<file path="src/cdau_pkg.sv">
`timescale 1ns / 1ps
// ----------------------------------------------------------------------------
// cdau_pkg
// Types, field widths and calendar tables for the date arithmetic unit.
// ----------------------------------------------------------------------------
package cdau_pkg;

  localparam int OP_BITS    = 2;
  localparam int YEAR_BITS  = 12;
  localparam int MONTH_BITS = 4;
  localparam int DAY_BITS   = 5;
  localparam int DOY_BITS   = 9;
  localparam int MP_BITS    = 4;

  // years are shifted up so every day number stays positive
  localparam int YEAR_SHIFT     = 400;
  localparam int DAYS_PER_YEAR  = 365;
  // floor(x / 100) == (x * RECIP100) >> RECIP100_SHIFT for x < 199728
  localparam int RECIP100       = 167773;
  localparam int RECIP100_BITS  = 18;
  localparam int RECIP100_SHIFT = 24;
  // March-based day of year for Jan 1 and Dec 31
  localparam int DOY_JAN1       = 306;
  localparam int DOY_DEC31      = 305;
  localparam int MP_LAST        = 11;

  typedef enum logic [OP_BITS-1:0] {
    OP_ADD  = 2'd0,
    OP_SUB  = 2'd1,
    OP_DIFF = 2'd2,
    OP_CMP  = 2'd3
  } op_t;

  typedef enum logic [1:0] {
    FSRC_FIRST  = 2'd0,
    FSRC_OTHER  = 2'd1,
    FSRC_SEARCH = 2'd2
  } fsrc_t;

  typedef enum logic [4:0] {
    S_IDLE,
    S_FA_MUL,
    S_FA_SUM,
    S_ZA,
    S_FB_MUL,
    S_FB_SUM,
    S_ZB,
    S_DIFF,
    S_ADJ,
    S_CLAMP,
    S_SRCH_MUL,
    S_SRCH_SUM,
    S_SRCH_CMP,
    S_DOY,
    S_MONTH,
    S_DATE,
    S_DONE
  } state_t;

  typedef struct packed {
    logic  load;
    logic  f_mul;
    fsrc_t f_src;
    logic  f_sum;
    logic  za_load;
    logic  zb_load;
    logic  diff_load;
    logic  adjust;
    logic  clamp;
    logic  srch_cmp;
    logic  doy_load;
    logic  month_load;
    logic  date_load;
    logic  out_load;
  } cmd_t;

  typedef struct packed {
    op_t  op;
    logic srch_last;
  } stat_t;

  function automatic logic [MONTH_BITS-1:0] clamp_month(input logic [MONTH_BITS-1:0] m);
    logic [MONTH_BITS-1:0] r;
    if (m == 4'd0) begin
      r = 4'd1;
    end else if (m > 4'd12) begin
      r = 4'd12;
    end else begin
      r = m;
    end
    return r;
  endfunction

  // month 1..12 to March-based month 0..11
  function automatic logic [MP_BITS-1:0] month_to_mp(input logic [MONTH_BITS-1:0] m);
    return (m > 4'd2) ? (m - 4'd3) : (m + 4'd9);
  endfunction

  // first March-based day of year for each March-based month
  function automatic logic [DOY_BITS-1:0] mp_offset(input logic [MP_BITS-1:0] mp);
    logic [DOY_BITS-1:0] r;
    case (mp)
      4'd0:    r = 9'd0;
      4'd1:    r = 9'd31;
      4'd2:    r = 9'd61;
      4'd3:    r = 9'd92;
      4'd4:    r = 9'd122;
      4'd5:    r = 9'd153;
      4'd6:    r = 9'd184;
      4'd7:    r = 9'd214;
      4'd8:    r = 9'd245;
      4'd9:    r = 9'd275;
      4'd10:   r = 9'd306;
      4'd11:   r = 9'd337;
      default: r = 9'd0;
    endcase
    return r;
  endfunction

endpackage

</file>
<file path="src/cdau_ctrl.sv">
`timescale 1ns / 1ps
// ----------------------------------------------------------------------------
// cdau_ctrl
// Sequencer for the date unit: steps the datapath through day-number
// conversion, adjust, year search and date rebuild, and owns the output valid.
// ----------------------------------------------------------------------------
module cdau_ctrl (
  input  logic            clk,
  input  logic            rst,
  input  logic            s_tvalid,
  output logic            s_tready,
  output logic            m_tvalid,
  input  logic            m_tready,
  input  cdau_pkg::stat_t stat,
  output cdau_pkg::cmd_t  cmd
);
  import cdau_pkg::*;

  state_t state, state_next;
  logic   m_tvalid_next;

  always_ff @(posedge clk) begin
    if (rst) begin
      state    <= S_IDLE;
      m_tvalid <= 1'b0;
    end else begin
      state    <= state_next;
      m_tvalid <= m_tvalid_next;
    end
  end

  always_comb begin
    state_next = state;
    case (state)
      S_IDLE:     if (s_tvalid) state_next = S_FA_MUL;
      S_FA_MUL:   state_next = (stat.op == OP_CMP) ? S_DONE : S_FA_SUM;
      S_FA_SUM:   state_next = S_ZA;
      S_ZA:       state_next = (stat.op == OP_DIFF) ? S_FB_MUL : S_ADJ;
      S_FB_MUL:   state_next = S_FB_SUM;
      S_FB_SUM:   state_next = S_ZB;
      S_ZB:       state_next = S_DIFF;
      S_DIFF:     state_next = S_DONE;
      S_ADJ:      state_next = S_CLAMP;
      S_CLAMP:    state_next = S_SRCH_MUL;
      S_SRCH_MUL: state_next = S_SRCH_SUM;
      S_SRCH_SUM: state_next = S_SRCH_CMP;
      S_SRCH_CMP: state_next = stat.srch_last ? S_DOY : S_SRCH_MUL;
      S_DOY:      state_next = S_MONTH;
      S_MONTH:    state_next = S_DATE;
      S_DATE:     state_next = S_DONE;
      S_DONE:     if (!m_tvalid || m_tready) state_next = S_IDLE;
      default:    state_next = S_IDLE;
    endcase
  end

  always_comb begin
    cmd      = '0;
    s_tready = 1'b0;
    case (state)
      S_IDLE: begin
        s_tready = 1'b1;
        cmd.load = s_tvalid;
      end
      S_FA_MUL: begin
        cmd.f_mul = 1'b1;
        cmd.f_src = FSRC_FIRST;
      end
      S_FB_MUL: begin
        cmd.f_mul = 1'b1;
        cmd.f_src = FSRC_OTHER;
      end
      S_SRCH_MUL: begin
        cmd.f_mul = 1'b1;
        cmd.f_src = FSRC_SEARCH;
      end
      S_FA_SUM, S_FB_SUM, S_SRCH_SUM: cmd.f_sum = 1'b1;
      S_ZA:       cmd.za_load    = 1'b1;
      S_ZB:       cmd.zb_load    = 1'b1;
      S_DIFF:     cmd.diff_load  = 1'b1;
      S_ADJ:      cmd.adjust     = 1'b1;
      S_CLAMP:    cmd.clamp      = 1'b1;
      S_SRCH_CMP: cmd.srch_cmp   = 1'b1;
      S_DOY:      cmd.doy_load   = 1'b1;
      S_MONTH:    cmd.month_load = 1'b1;
      S_DATE:     cmd.date_load  = 1'b1;
      S_DONE:     cmd.out_load   = !m_tvalid || m_tready;
      default:    cmd            = '0;
    endcase
  end

  always_comb begin
    if (cmd.out_load) begin
      m_tvalid_next = 1'b1;
    end else if (m_tready) begin
      m_tvalid_next = 1'b0;
    end else begin
      m_tvalid_next = m_tvalid;
    end
  end

endmodule

</file>
<file path="src/cdau_dp.sv">
`timescale 1ns / 1ps
// ----------------------------------------------------------------------------
// cdau_dp
// Datapath: operand registers, shared year-to-day-count unit F(Y), day number
// adjust and clamp, bitwise year search, month lookup and the output word.
// F(Y) = 365*Y + Y/4 - Y/100 + Y/400 counts days before March 1 of year Y.
// ----------------------------------------------------------------------------
module cdau_dp #(
  parameter  int MAX_YEAR   = 4095,
  parameter  int COUNT_BITS = 21,
  localparam int IN_W       = ((42 + COUNT_BITS + 7) / 8) * 8,
  localparam int OUT_W      = ((23 + COUNT_BITS + 7) / 8) * 8
) (
  input  logic                             clk,
  input  logic [IN_W-1:0]                  s_tdata,
  input  logic [cdau_pkg::OP_BITS-1:0]     s_tuser,
  input  cdau_pkg::cmd_t                   cmd,
  output cdau_pkg::stat_t                  stat,
  output logic [OUT_W-1:0]                 m_tdata
);
  import cdau_pkg::*;

  localparam int YW_NEED = $clog2(MAX_YEAR + YEAR_SHIFT + 1);
  localparam int YW      = (YW_NEED > YEAR_BITS + 1) ? YW_NEED : YEAR_BITS + 1;
  localparam int FW      = YW + 9;
  localparam int ZW      = ((FW > COUNT_BITS) ? FW : COUNT_BITS) + 2;
  localparam int BW      = $clog2(YW);
  localparam int PW      = YW + RECIP100_BITS;
  localparam int QW      = PW - RECIP100_SHIFT;
  localparam int DW      = COUNT_BITS - 1;
  localparam int HI_Y    = MAX_YEAR + YEAR_SHIFT;
  localparam int LO_DAY  = DAYS_PER_YEAR * YEAR_SHIFT + YEAR_SHIFT / 4 - YEAR_SHIFT / 100
                           + YEAR_SHIFT / 400 + DOY_JAN1;
  localparam int HI_DAY  = DAYS_PER_YEAR * HI_Y + HI_Y / 4 - HI_Y / 100 + HI_Y / 400
                           + DOY_DEC31;

  // input word layout
  localparam int I_FM  = YEAR_BITS;
  localparam int I_FD  = I_FM + MONTH_BITS;
  localparam int I_CNT = I_FD + DAY_BITS;
  localparam int I_OY  = I_CNT + COUNT_BITS;
  localparam int I_OM  = I_OY + YEAR_BITS;
  localparam int I_OD  = I_OM + MONTH_BITS;
  // output word layout
  localparam int O_RM   = YEAR_BITS;
  localparam int O_RD   = O_RM + MONTH_BITS;
  localparam int O_DIFF = O_RD + DAY_BITS;
  localparam int O_GT   = O_DIFF + DW;
  localparam int O_EQ   = O_GT + 1;
  localparam int O_OOR  = O_EQ + 1;

  localparam logic [YW-1:0]        MAX_YEAR_Y = YW'(MAX_YEAR);
  localparam logic [YW-1:0]        SHIFT_Y    = YW'(YEAR_SHIFT);
  localparam logic signed [ZW-1:0] LO_Z       = ZW'(LO_DAY);
  localparam logic signed [ZW-1:0] HI_Z       = ZW'(HI_DAY);
  localparam logic [DW-1:0]        DIFF_MAX   = {DW{1'b1}};

  // unpacked input word
  logic [YEAR_BITS-1:0]  in_fy, in_oy;
  logic [MONTH_BITS-1:0] in_fm, in_om;
  logic [DAY_BITS-1:0]   in_fd, in_od;
  logic [COUNT_BITS-1:0] in_cnt;
  logic                  in_fy_bad, in_oy_bad;

  // operand registers
  op_t                   op_q;
  logic [YEAR_BITS-1:0]  fy, oy;
  logic [MONTH_BITS-1:0] fm, om;
  logic [DAY_BITS-1:0]   fd, od;
  logic [COUNT_BITS-1:0] cnt;
  logic                  gt, eq, oor;

  // day-count unit
  logic [MP_BITS-1:0] fmp, omp;
  logic [YW-1:0]      yy_first, yy_other, cand, f_arg;
  logic [PW-1:0]      f_prod;
  logic [YW-1:0]      f_y;
  logic [FW-1:0]      f_p365;
  logic [QW-1:0]      f_q100;
  logic [FW-1:0]      f_val;

  // day numbers and search
  logic signed [ZW-1:0] z_calc, za, zb, z, cnt_ext, dist_raw, dist_abs, doy_full;
  logic [DOY_BITS-1:0]  z_off;
  logic [DAY_BITS-1:0]  z_day;
  logic [YW-1:0]        y_cur;
  logic [FW-1:0]        f_best;
  logic [BW-1:0]        bit_idx;

  // date rebuild
  logic [DOY_BITS-1:0]   doy;
  logic [MP_BITS-1:0]    mp, mp_n;
  logic [MONTH_BITS-1:0] mm;
  logic [YW-1:0]         ry;
  logic [MONTH_BITS-1:0] rm;
  logic [DAY_BITS-1:0]   rd;
  logic [DW-1:0]         diff;
  logic [OUT_W-1:0]      out_word;

  assign in_fy  = s_tdata[YEAR_BITS-1:0];
  assign in_fm  = s_tdata[I_FM +: MONTH_BITS];
  assign in_fd  = s_tdata[I_FD +: DAY_BITS];
  assign in_cnt = s_tdata[I_CNT +: COUNT_BITS];
  assign in_oy  = s_tdata[I_OY +: YEAR_BITS];
  assign in_om  = s_tdata[I_OM +: MONTH_BITS];
  assign in_od  = s_tdata[I_OD +: DAY_BITS];

  assign in_fy_bad = (in_fy == '0) || (YW'(in_fy) > MAX_YEAR_Y);
  assign in_oy_bad = (in_oy == '0) || (YW'(in_oy) > MAX_YEAR_Y);

  always_ff @(posedge clk) begin
    if (cmd.load) begin
      op_q <= op_t'(s_tuser);
      fy   <= in_fy;
      fm   <= in_fm;
      fd   <= in_fd;
      cnt  <= in_cnt;
      oy   <= in_oy;
      om   <= in_om;
      od   <= in_od;
      // compare works on the raw fields, year then month then day
      gt   <= {in_fy, in_fm, in_fd} > {in_oy, in_om, in_od};
      eq   <= {in_fy, in_fm, in_fd} == {in_oy, in_om, in_od};
      if (op_t'(s_tuser) == OP_ADD || op_t'(s_tuser) == OP_SUB) begin
        oor <= in_fy_bad;
      end else begin
        oor <= in_fy_bad || in_oy_bad;
      end
    end else if (cmd.diff_load) begin
      if (dist_abs > ZW'(DIFF_MAX)) oor <= 1'b1;
    end else if (cmd.clamp) begin
      if (z < LO_Z || z > HI_Z) oor <= 1'b1;
    end
  end

  // Jan and Feb count with the previous March-based year
  assign fmp      = month_to_mp(clamp_month(fm));
  assign omp      = month_to_mp(clamp_month(om));
  assign yy_first = YW'(fy) + SHIFT_Y - YW'(fmp > 4'd9);
  assign yy_other = YW'(oy) + SHIFT_Y - YW'(omp > 4'd9);
  assign cand     = y_cur | (YW'(1) << bit_idx);

  always_comb begin
    case (cmd.f_src)
      FSRC_FIRST:  f_arg = yy_first;
      FSRC_OTHER:  f_arg = yy_other;
      FSRC_SEARCH: f_arg = cand;
      default:     f_arg = cand;
    endcase
  end

  assign f_prod = PW'(f_arg) * PW'(RECIP100);

  always_ff @(posedge clk) begin
    if (cmd.f_mul) begin
      f_y    <= f_arg;
      f_p365 <= FW'(f_arg) * FW'(DAYS_PER_YEAR);
      f_q100 <= f_prod[PW-1:RECIP100_SHIFT];
    end
    if (cmd.f_sum) begin
      f_val <= f_p365 + FW'(f_y >> 2) - FW'(f_q100) + FW'(f_q100 >> 2);
    end
  end

  assign z_off    = cmd.zb_load ? mp_offset(omp) : mp_offset(fmp);
  assign z_day    = cmd.zb_load ? od : fd;
  assign z_calc   = ZW'(f_val) + ZW'(z_off) + ZW'(z_day) - ZW'(1);
  assign cnt_ext  = ZW'($signed(cnt));
  assign dist_raw = za - zb;
  assign dist_abs = dist_raw[ZW-1] ? -dist_raw : dist_raw;
  assign doy_full = z - ZW'(f_best);

  always_ff @(posedge clk) begin
    if (cmd.za_load) za <= z_calc;
    if (cmd.zb_load) zb <= z_calc;
    if (cmd.diff_load) begin
      diff <= (dist_abs > ZW'(DIFF_MAX)) ? DIFF_MAX : dist_abs[DW-1:0];
    end
    if (cmd.adjust) begin
      z <= (op_q == OP_SUB) ? (za - cnt_ext) : (za + cnt_ext);
    end
    if (cmd.clamp) begin
      if (z < LO_Z) begin
        z <= LO_Z;
      end else if (z > HI_Z) begin
        z <= HI_Z;
      end
      y_cur   <= '0;
      f_best  <= '0;
      bit_idx <= BW'(YW - 1);
    end
    // keep the largest year whose March 1 is not past the day number
    if (cmd.srch_cmp) begin
      if (ZW'(f_val) <= z) begin
        y_cur  <= f_y;
        f_best <= f_val;
      end
      bit_idx <= bit_idx - 1'b1;
    end
    if (cmd.doy_load)   doy <= doy_full[DOY_BITS-1:0];
    if (cmd.month_load) mp  <= mp_n;
    if (cmd.date_load) begin
      ry <= y_cur - SHIFT_Y + YW'(mm <= 4'd2);
      rm <= mm;
      rd <= DAY_BITS'(doy - mp_offset(mp) + 9'd1);
    end
  end

  assign stat.op        = op_q;
  assign stat.srch_last = (bit_idx == '0);

  always_comb begin
    mp_n = '0;
    for (int k = 1; k <= MP_LAST; k++) begin
      if (doy >= mp_offset(MP_BITS'(k))) mp_n = MP_BITS'(k);
    end
  end

  assign mm = (mp < 4'd10) ? (mp + 4'd3) : (mp - 4'd9);

  always_comb begin
    out_word = '0;
    case (op_q)
      OP_ADD, OP_SUB: begin
        out_word[YEAR_BITS-1:0]      = ry[YEAR_BITS-1:0];
        out_word[O_RM +: MONTH_BITS] = rm;
        out_word[O_RD +: DAY_BITS]   = rd;
      end
      OP_DIFF: out_word[O_DIFF +: DW] = diff;
      OP_CMP: begin
        out_word[O_GT] = gt;
        out_word[O_EQ] = eq;
      end
      default: out_word = '0;
    endcase
    out_word[O_OOR] = oor;
  end

  always_ff @(posedge clk) begin
    if (cmd.out_load) m_tdata <= out_word;
  end

endmodule

</file>
<file path="src/calendar_date_arithmetic_unit.sv">
`timescale 1ns / 1ps
// ----------------------------------------------------------------------------
// calendar_date_arithmetic_unit
// Gregorian date add/subtract days, day difference and date compare.
// ----------------------------------------------------------------------------
//  channel | direction | word
//  s_*     | in        | tuser: opcode; tdata: first date, day_count, other date
//  m_*     | out       | tdata: result date, day_difference, flags
//
//  One word at a time. Add/subtract is dominated by the bitwise year search
//  over YW = max(13, clog2(MAX_YEAR + 401)) bits (13 at default); each bit
//  steps through the shared day-count multiplier unit: multiply, sum and
//  compare.
//  A finished word waits in the output register while the next one is taken.
//  rst is synchronous and clears the sequencer and m_tvalid.
// ----------------------------------------------------------------------------
module calendar_date_arithmetic_unit #(
  parameter  int MAX_YEAR   = 4095,
  parameter  int COUNT_BITS = 21,
  localparam int IN_W       = ((42 + COUNT_BITS + 7) / 8) * 8,
  localparam int OUT_W      = ((23 + COUNT_BITS + 7) / 8) * 8
) (
  input  logic                         clk,
  input  logic                         rst,
  input  logic                         s_tvalid,
  output logic                         s_tready,
  // first_year, first_month, first_day, day_count, other_year, other_month,
  // other_day
  input  logic [IN_W-1:0]              s_tdata,
  // opcode
  input  logic [cdau_pkg::OP_BITS-1:0] s_tuser,
  output logic                         m_tvalid,
  input  logic                         m_tready,
  // result_year, result_month, result_day, day_difference, is_greater,
  // is_equal, out_of_range
  output logic [OUT_W-1:0]             m_tdata
);
  import cdau_pkg::*;

  cmd_t  cmd;
  stat_t stat;

  cdau_ctrl u_ctrl (
    .clk      (clk),
    .rst      (rst),
    .s_tvalid (s_tvalid),
    .s_tready (s_tready),
    .m_tvalid (m_tvalid),
    .m_tready (m_tready),
    .stat     (stat),
    .cmd      (cmd)
  );

  cdau_dp #(
    .MAX_YEAR   (MAX_YEAR),
    .COUNT_BITS (COUNT_BITS)
  ) u_dp (
    .clk     (clk),
    .s_tdata (s_tdata),
    .s_tuser (s_tuser),
    .cmd     (cmd),
    .stat    (stat),
    .m_tdata (m_tdata)
  );

endmodule

</file>
<file path="config.mk">
export PLATFORM = sky130hd
export DESIGN_NAME = calendar_date_arithmetic_unit
export DESIGN_NICKNAME = d
export VERILOG_FILES = /design/src/cdau_pkg.sv /design/src/cdau_ctrl.sv /design/src/cdau_dp.sv /design/src/calendar_date_arithmetic_unit.sv
export SDC_FILE = /design/constraint.sdc
export NUM_CORES = 1
export LEC_CHECK = 0
export ABC_AREA = 1
export BUFFER_PORTS_ARGS = -buffer_cell sky130_fd_sc_hd__buf_4
export CAP_MARGIN = 40
export CORE_MARGIN = 5
export CORE_UTILIZATION = 40
export CTS_BUF_LIST = sky130_fd_sc_hd__clkbuf_4 sky130_fd_sc_hd__clkbuf_8
export DETAILED_ROUTE_END_ITERATION = 7
export SLEW_MARGIN = 20
export SYNTH_ARGS = -nofsm -noshare
export SYNTH_HDL_FRONTEND = slang
export SYNTH_HIERARCHICAL = 1
export SYNTH_SLANG_ARGS = --single-unit
</file>
<file path="constraint.sdc">
create_clock -name clk -period 9.6 [get_ports clk]
set_clock_uncertainty 0.2 [all_clocks]
set_input_delay 0.96 -clock clk [delete_from_list [all_inputs] [get_ports clk]]
set_output_delay 0.96 -clock clk [all_outputs]
set_load 0.02 [all_outputs]
</file>
==> run_results.csv <==
group,metric,value,unit
cells_and_area,fin_nets,4116,
global_route,antenna_found_initial,1,
critical_path,critPathSlowestCell,"fa_1",
critical_path,crit_fanout,8,
floorplanning,core,71500,sq um
critical_path,endpoint,"u_dp/f_q100[4]$_DFFE_PP_",
floorplanning,die_w,279,um
clock_network,clkSlewWorstSetupHoldPaths,0.06,ns
run_status,status,"finished clean",
detailed_routing,drc,0,
floorplanning,start_util,40.4,%
place,dp_cells,4411,
logic_synthesis,ys_seq_area_share,32.7,%
clock_network,cts_root_buf,"clkbuf_8",
cells_and_area,stdcell_count,4530,
logic_synthesis,netlist_area,28900,sq um
detailed_routing,wl_met2,33900,um
detailed_routing,vias_per_cell,4.87,
place,dpl.hpwl,56900,um
clock_network,h-tree-depth,2,
global_route,grt_pass1_vias,21600,
floorplanning,row_count,98,
detailed_routing,drt_iter0_drc,1162,
critical_path,cp.arrival,9.22,ns
detailed_routing,drt_pre_antenna_iters,5,
detailed_routing,dr.max_layer_used,"met4",
clock_network,ctsHoldBuffers,0,
logic_synthesis,postSynthCellCount,3354,
cells_and_area,layout-drive-gt1-share,10.2,%
critical_path,cp-startpoint,"u_dp/fm[2]$_DFFE_PP_",
global_route,grt_usage,17.3,%
floorplanning,dieHeight,279,um
logic_synthesis,synthFlopType,"edfxtp_1",
sta,setup_viol,0,
clock_network,clkSinkCount,332,
clock_network,clk_latency,0.70,ns
place,gp_congestion,0.917,
global_route,grt_pass1_wl,110000,um
critical_path,startpoint_type,"flip-flop",
place,io_buffers,114,
critical_path,r2r_setup_slack,0.57,ns
critical_path,crit_type,"reg -> reg",
logic_synthesis,synth-edff-count,280,
cells_and_area,fin_area,32300,sq um
logic_synthesis,yosysUniqueCellTypes,59,
detailed_routing,ant_nets,0,
critical_path,r2r_start,"u_dp/fm[2]$_DFFE_PP_",
logic_synthesis,synth_seq_cells,332,
place,pre_cts_ws,0.198,ns
detailed_routing,wl_met3,2700,um
sta,relSlewSlack,41.5,%
sta,drv_slew,0,
critical_path,max_stage_delay,0.55,ns
sta,finalHoldViolCount,0,
detailed_routing,vias,22100,
floorplanning,io_pins,120,
clock_network,clk_path_buf_depth,3,
job,drv_cap,0,
global_route,grt_max_degree,48,
logic_synthesis,async_flop_share,0,%
detailed_routing,wl_per_cell,15.1,um
sta,tightest_slew,0.874,ns
cells_and_area,areaGrowthSynthToFinish,11.9,%
critical_path,reg2regPathDepth,46,
critical_path,cp.required,9.79,ns
clock_network,cts_buffers,60,
clock_network,cts_tree,"built",
logic_synthesis,avgSynthCellArea,8.60,sq um
place,placed_area,30900,sq um
detailed_routing,finalWirelength,68600,um
sta,setup_tns,0,ns
logic_synthesis,yosys_warnings,6,
worst_hold_path,hold_class,"reg -> reg",
sta,finalCriticalPeriod,9.03,ns
critical_path,rr_endpoint,"u_dp/f_q100[4]$_DFFE_PP_",
sta,layout_worst_path_cycle_share,94.0,%
detailed_routing,met1_length,29800,um
sta,timing.final.ws_setup,0.572,ns
sta,max_freq,111,MHz
global_route,overflow,0,
floorplanning,die-area,77600,sq um
critical_path,worst_setup_path_end_kind,"flip-flop",
==> flip-flops by register name (all words and copies together), names as in the netlist, 5 cells and up <==
register,flops
u_dp/m_tdata,44
u_dp/z,24
u_dp/za,24
u_dp/zb,24
u_dp/f_val,22
u_dp/cnt,21
u_dp/diff,20
u_dp/f_p365,20
u_dp/f_y,13
u_dp/y_cur,13
u_dp/fy,12
u_dp/oy,12
u_dp/ry,12
u_dp/doy,9
u_dp/f_best,9
u_dp/f_q100,7
u_ctrl/state,5
u_dp/fd,5
u_dp/od,5
u_dp/rd,5
==> how the worst min path moves through the flow <==
stage                           startpoint                          to  slack [ns]  cells past startpoint
floorplan           u_dp/oor$_SDFFCE_PN1P_  u_dp/m_tdata[43]$_DFFE_PP_        0.20                      0
global placement    u_dp/oor$_SDFFCE_PN1P_  u_dp/m_tdata[43]$_DFFE_PP_        0.20                      0
detailed placement  u_dp/oor$_SDFFCE_PN1P_  u_dp/m_tdata[43]$_DFFE_PP_        0.21                      0
CTS                             s_tuser[0]      u_dp/op_q[0]$_DFFE_PP_        0.17                      1
global route                    s_tuser[0]      u_dp/op_q[0]$_DFFE_PP_        0.19                      1
finish              u_dp/oor$_SDFFCE_PN1P_  u_dp/m_tdata[43]$_DFFE_PP_        0.23                      0
==> cell type report <==
class                      count  area, sq um
fill                        6960        39200
multi-input combinational   2236        16400
sequential                   332         9450
inverter                     753         2830
tap                          950         1190
timing repair buffer         145         1110
clock buffer                  78          998
clock inverter                35          300
antenna                        1         2.50
==> metrics by stage <==
step | hold WS (ns) | utilization, %
after floorplan | 0.200 | -
after global placement | 0.204 | 43.2
after detailed placement | 0.213 | 43.3
after CTS | 0.169 | 45.1
after global routing | 0.189 | 45.2
final | 0.225 | 45.2
==> Yosys cell counts, types with 22 or more instances <==
cell type  count  share of area [%]
inv_1        729                9.5
nand2_1      494                6.4
ha_1         375                 16
edfxtp_1     280                 29
nor2_1       253                3.3
a21oi_1      193                3.3
nand3_1      174                3.0
o21ai_0      154                2.7
fa_1         143                9.9
xor2_1        96                2.9
dfxtp_1       52                3.6
xnor2_1       41                1.2
nand4_1       35               0.76
nor3_1        34               0.59
clkbuf_1      25               0.33
nand3_2       24               0.83
nand2_2       22               0.48
==> placed cells by master (no fill, tap or decap), types with 23 or more instances in the layout <==
cell type	n
inv_1	729
nand2_1	493
ha_1	375
edfxtp_1	280
nor2_1	246
a21oi_1	193
nand3_1	173
o21ai_0	151
buf_4	143
fa_1	143
xor2_1	96
clkbuf_8	66
dfxtp_1	52
xnor2_1	41
nand4_1	35
nor3_1	34
nand3_2	25
nand2_2	23
==> worst max-delay path, delay by kind of cell, from the launching register on <==
kind / cells / cell delay [ns]
xor gates and xnor gates: 1 / 0.15
and+or+nand+nor: 15 / 1.71
buffers and inverters: 10 / 1.05
adders and majority gates: 10 / 3.56
DFF: 1 / 0.44
AOI/OAI and AO/OA: 10 / 1.61
==> cell families (layout without fill, tap and decap cells) <==
kind of cell / count (synthesis) / after routing / synth area share (%)
buffers and inverters: 789 / 1011 / 10.5
other: 1 / 5 / 0.0130
DFF: 332 / 332 / 32.7
adders and majority gates: 518 / 518 / 26.2
and+or+nand+nor: 1107 / 1107 / 17.1
xor gates and xnor gates: 137 / 137 / 4.16
AOI/OAI and AO/OA: 470 / 470 / 9.24
==> metal layers <==
layer | vias up | track usage (%)
li1 | 11300 | -
met2 | 389 | 30.7
met3 | 113 | 2.21
met1 | 10200 | 21.9
met4 | 0 | 5.38
met5 | - | 0
==> timing repair <==
action	CTS	global route
setup buffers	0	5
setup endpoints to repair	0	7
gates resized for setup	0	9
Power is not shown: default switching activity piles up to over one toggle a cycle in this logic, so the estimate is an artifact.
